==> src/hdl/bilinear_rgba_interpolator_core_defines.svh <==
// Assertion macros used by the interpolator RTL.
`ifndef BILINEAR_RGBA_INTERPOLATOR_CORE_DEFINES_SVH
`define BILINEAR_RGBA_INTERPOLATOR_CORE_DEFINES_SVH

`ifndef SYNTHESIS
// same-cycle implication
`define BRI_ASSERT_IMPL(label, clk, rst_n, ante, cons) \
    label: assert property (@(posedge clk) disable iff (!rst_n) (ante) |-> (cons)) \
        else $error("bri assertion failed");
// next-cycle implication
`define BRI_ASSERT_NEXT(label, clk, rst_n, ante, cons) \
    label: assert property (@(posedge clk) disable iff (!rst_n) (ante) |=> (cons)) \
        else $error("bri assertion failed");
`else
`define BRI_ASSERT_IMPL(label, clk, rst_n, ante, cons)
`define BRI_ASSERT_NEXT(label, clk, rst_n, ante, cons)
`endif

`endif

==> src/hdl/bri_pkg.sv <==
package bri_pkg;

    localparam int unsigned FRAC_BITS = 8;
    localparam int unsigned ONE       = 1 << FRAC_BITS;

    localparam int unsigned PIX_W   = 32;
    localparam int unsigned CHAN_W  = 8;
    localparam int unsigned NCHAN   = PIX_W / CHAN_W;
    localparam int unsigned NPIX    = 4;
    localparam int unsigned OFS_W   = 9;   // port width of offset_x / offset_y
    localparam int unsigned D_W     = FRAC_BITS + 1;
    localparam int unsigned CMP_W   = (OFS_W > D_W) ? OFS_W : D_W;
    localparam int unsigned W_W     = 2 * FRAC_BITS + 1;   // weight, holds ONE^2
    localparam int unsigned PROD_W  = CHAN_W + W_W;
    localparam int unsigned SUM_W   = PROD_W + 2;

    localparam int unsigned S_FIELDS_W = NPIX * PIX_W + 2 * OFS_W;
    localparam int unsigned S_TDATA_W  = ((S_FIELDS_W + 7) / 8) * 8;
    localparam int unsigned M_TDATA_W  = PIX_W;

    localparam int unsigned QDEPTH = 4;
    localparam int unsigned QPTR_W = $clog2(QDEPTH);
    localparam int unsigned QCNT_W = $clog2(QDEPTH + 1);

    // neighbor order inside an item
    localparam int unsigned PIX_TL = 0;
    localparam int unsigned PIX_TR = 1;
    localparam int unsigned PIX_BL = 2;
    localparam int unsigned PIX_BR = 3;

    typedef struct packed {
        logic [NPIX-1:0][PIX_W-1:0] pix;
        logic [NPIX-1:0][W_W-1:0]   wgt;
    } bri_item_t;

    typedef struct packed {
        logic [QCNT_W-1:0] count;
        logic              full;
        logic              empty;
    } bri_qstat_t;

    function automatic logic [D_W-1:0] clamp_offset(input logic [OFS_W-1:0] raw);
        logic [CMP_W-1:0] ext;
        ext = CMP_W'(raw);
        if (ext > CMP_W'(ONE)) begin
            return D_W'(ONE);
        end
        return D_W'(ext);
    endfunction

endpackage

==> src/hdl/bri_front.sv <==
module bri_front
    import bri_pkg::*;
(
    input  logic [NPIX-1:0][PIX_W-1:0] pix_in,
    input  logic [OFS_W-1:0]           offset_x,
    input  logic [OFS_W-1:0]           offset_y,
    output bri_item_t                  item
);

    logic [D_W-1:0] dx, dy, dx_inv, dy_inv;

    always_comb begin
        dx     = clamp_offset(offset_x);
        dy     = clamp_offset(offset_y);
        dx_inv = D_W'(ONE) - dx;
        dy_inv = D_W'(ONE) - dy;

        item.pix         = pix_in;
        item.wgt[PIX_TL] = W_W'(dx_inv) * W_W'(dy_inv);
        item.wgt[PIX_TR] = W_W'(dx) * W_W'(dy_inv);
        item.wgt[PIX_BL] = W_W'(dx_inv) * W_W'(dy);
        item.wgt[PIX_BR] = W_W'(dx) * W_W'(dy);
    end

endmodule

==> config.mk <==
export PLATFORM = sky130hd
export DESIGN_NAME = bri_front
export DESIGN_NICKNAME = d
export VERILOG_FILES = /design/src/hdl/bilinear_rgba_interpolator_core_defines.svh /design/src/hdl/bri_pkg.sv /design/src/hdl/bri_front.sv
export SDC_FILE = /design/constraint.sdc
export NUM_CORES = 1
export LEC_CHECK = 0
export BUFFER_PORTS_ARGS = -buffer_cell sky130_fd_sc_hd__buf_2
export CAP_MARGIN = 40
export CORE_ASPECT_RATIO = 1.4
export CORE_MARGIN = 4
export CORE_UTILIZATION = 59
export DETAILED_ROUTE_END_ITERATION = 16
export PLACE_DENSITY = 0.88
export SETUP_SLACK_MARGIN = 0.02
export SLEW_MARGIN = 20
export SYNTH_ARGS = -nofsm -noshare
export SYNTH_HDL_FRONTEND = slang
export SYNTH_SLANG_ARGS = --single-unit
==> constraint.sdc <==
create_clock -name vclk -period 9.72
set_input_delay 0.972 -clock vclk [all_inputs]
set_output_delay 0.972 -clock vclk [all_outputs]
set_load 0.02 [all_outputs]
# Yosys cells after proc, flatten, opt, wreduce, memory -nomap -nowiden
# Index checks and enable logic that the tools add are counted.
[word_totals] ff_bits=0 inputBits=146 out_inout_bits=196 wordCells=14
[classes] n_addsub=2 n_mul=4 order_cmp=2 muxes=6
[ops] cell="9-bit by 9-bit multiplier with 17-bit output" count=4
[ops] cell="9-bit two-way mux" count=4
[ops] cell="9-bit > comparator, second input constant" count=2
[ops] cell="9-bit subtractor, first input constant" count=2
[ops] cell="1-bit two-way mux" count=2

# Depth between registers and ports, before layout
[logic_depth] depth_word=5 depth_mapped=26 ltp_nobuf=22

# Worst setup path after synthesis
# OpenSTA, ideal clock, no wires.
[synth_timing] kind="input to output" startpoint="in offset_x[8]" endpoint="out item[15] (netlist bit)" t_arrival_ns=6.448 t_required_ns=8.748 setup_slack_ns=2.300 cell_stages=24 n_path_buf=4 cell_sequence="buf_4 -> clkbuf_1 -> nor2b_1 -> clkbuf_1 -> inv_2 -> ha_1 -> buf_2 -> nand3_1 -> xnor2_1 -> nand2_1 -> fa_1 -> fa_1 -> inv_1 -> fa_1 -> inv_1 -> fa_1 -> inv_1 -> ha_1 -> o21ai_0 -> nand2b_1 -> a2111oi_1 -> o21bai_1 -> a21oi_1 -> xnor2_1"
[synth_lines] item="from (decl)" line_no="bri_front.sv:5" source="input logic [OFS_W-1:0] offset_x,"
[synth_lines] item="to (decl)" line_no="bri_front.sv:7" source="output bri_item_t item"

==> metrics.txt <==
outcome completed; most frequent cells in the layout inv_1 (291), fa_1 (196), nor2_1 (169); Initial Util 0.5991; CP Data Required Time approximately 8800 ps; global route total overflow 0; WP buf/inv 6; Net Count, Synth 1879; crit path max-delay cell type xnor2_1; Post-CTS Setup Bufs 0; CTS Hold Bufs 0; total die area ~21000 µm²; worst relative slew slack 0.3991; Routed Antenna Nets 0; vias 8903; Starting DRT DRC Count slightly below 600; static leakage 6.066 nW; peak supply drop approximately 0.00023 V; crit-path cells buf_2, nor2b_1, inv_1, ha_1, nand3_1, xnor2_1, nand2_1, fa_1, inv_1, fa_1, ha_1, inv_1, fa_1, inv_1, ha_1, a211oi_1, o21ai_0, a2111oi_1, o21bai_1, a21oi_1, xnor2_1, buf_2; Top delay family on crit path adder cells; Mapped Area 11100 µm²; Site Rows slightly below 60; RSZ-0062 raised after global routing no; WL/cell 18.41 µm; Sum Neg Setup Slack 0 ps; WP data arrival approximately 7400 ps; Die Wd roughly 120 µm; Reg area 0 µm²; CP Max Fanout 21; layout cells sized above 1 0.09413; core area ~19000 µm²; post-DP HPWL 25.20 mm; DRC 0; Yosys top cell area share 0.3535; post-CTS sizing 0; DRT Wirelength slightly below 30 mm; Total Power between 1.5 and 2 mW; die height around 170 µm; GP Congestion roughly 1; Area contributors post-synth fa_1 (35%), ha_1 (16%), inv_1 (9.8%); Post-Synthesis Cells approximately 1400; sequential-to-total area share from yosys stat 0; Final nets about 1800; Slew @ Worst Pin ~880 ps; Hold Crit Class input pin to output pin; global-route wire length before repair about 47 mm; Ys Warns 0; Crit. End Element output pin; vias in the first global route 9716; cell taking the most area after synthesis fa_1; PwrDens between 150 and 200 nW/µm²; synthesized area per cell roughly 8 µm²; most common cell after layout, fill and taps aside inv_1; Distinct cells, synth 50; initial antenna violation count 0; CP Class input pin to output pin; Max-Cap Viols 0; diodes inserted 0; period utilisation layout 0.8645; Tot GR Track Use 0.2842; FFs & Latches 0; CLK BUF 0; fin. max-slew vios 0; area added between synthesis and finish -2.254%; Most common cell on crit path inv_1; first-pass detailed-route iteration total 7; I/O pins 342; number of I/O port buffers 86; max incr delay on CP 680 ps; Achievable Freq 0.1190 GHz; crit path launch type input pin; final setup vio count 0; Final Hold Viols 0; Final min period 8403 ps; routed vias/inst around 5.7; largest net degree at the start of global routing 37
path summary, 6_finish.rpt:
| kind | startpoint | to | slack, ps | cells past startpoint |
|---|---|---|---|---|
| setup / recovery | offset_x[8] | item[15] | 1320 | 22 |
| hold / removal | pix_in[35] | item[103] | 1940 | 0 |
per-layer routing:
layer / track usage / routed length (µm)
met5: 0 / 0
met2: 0.5072 / 14700
met4: 0.1964 / 2637
met3: 0.02793 / 2354
met1: 0.3115 / 9248
report_power, final:
part           internal [mW]  switching [mW]
registers                  0               0
clock network              0               0
logic                  0.762            1.18
per-stage QoR:
step	setup WS (ps)	hold slack, ps	util	cell area (µm²)	cells
after detailed placement	1384	1944	0.5844	10830	1569
after CTS	1380	1944	0.5844	10830	1569
after global routing	828.3	1944	0.5856	10850	1572
after global placement	1540	1944	0.5822	10790	1563
final	1317	1944	0.5856	10850	1572
after floorplan	2300	2057	-	11100	1391
cells by family (layout without fill, tap and decap cells):
kind of cell               count (synthesis)  count (layout)  synth area share
muxes                                      2               2          0.002592
AOI/OAI and AO/OA                        102             102           0.06267
and+or+nand+nor                          408             408            0.1564
adders and majority gates                342             342            0.5180
buffers and inverters                    464             401            0.2020
xor gates and xnor gates                  73              73           0.05827
cells in the mapped netlist (2+ instances only):
master	instances
inv_1	291
buf_4	132
nor2b_1	20
ha_1	146
xnor2_1	63
or3_1	5
a21o_1	10
inv_2	2
a21oi_1	22
nor3_1	8
fa_1	196
xor2_1	9
clkbuf_1	33
and3_1	2
nor2_1	169
a31oi_1	7
o21a_1	13
nand3_1	10
o31a_1	3
o2111ai_1	2
and2_1	12
a211oi_1	7
o21bai_1	4
nor4_1	3
or2_2	5
a31o_2	2
o221a_2	2
nand2b_1	14
buf_2	4
nand2_1	156
a2111oi_1	2
o41ai_1	3
o21ai_0	17
area by class of cell:
class	count	area [µm²]
Timing Repair Buffer	107	583.1
Fill cell	1645	7679
Tap cell	244	305.3
Inverter	294	1104
Multi-Input combinational cell	927	8859
(Power assumes the default switching activity.)
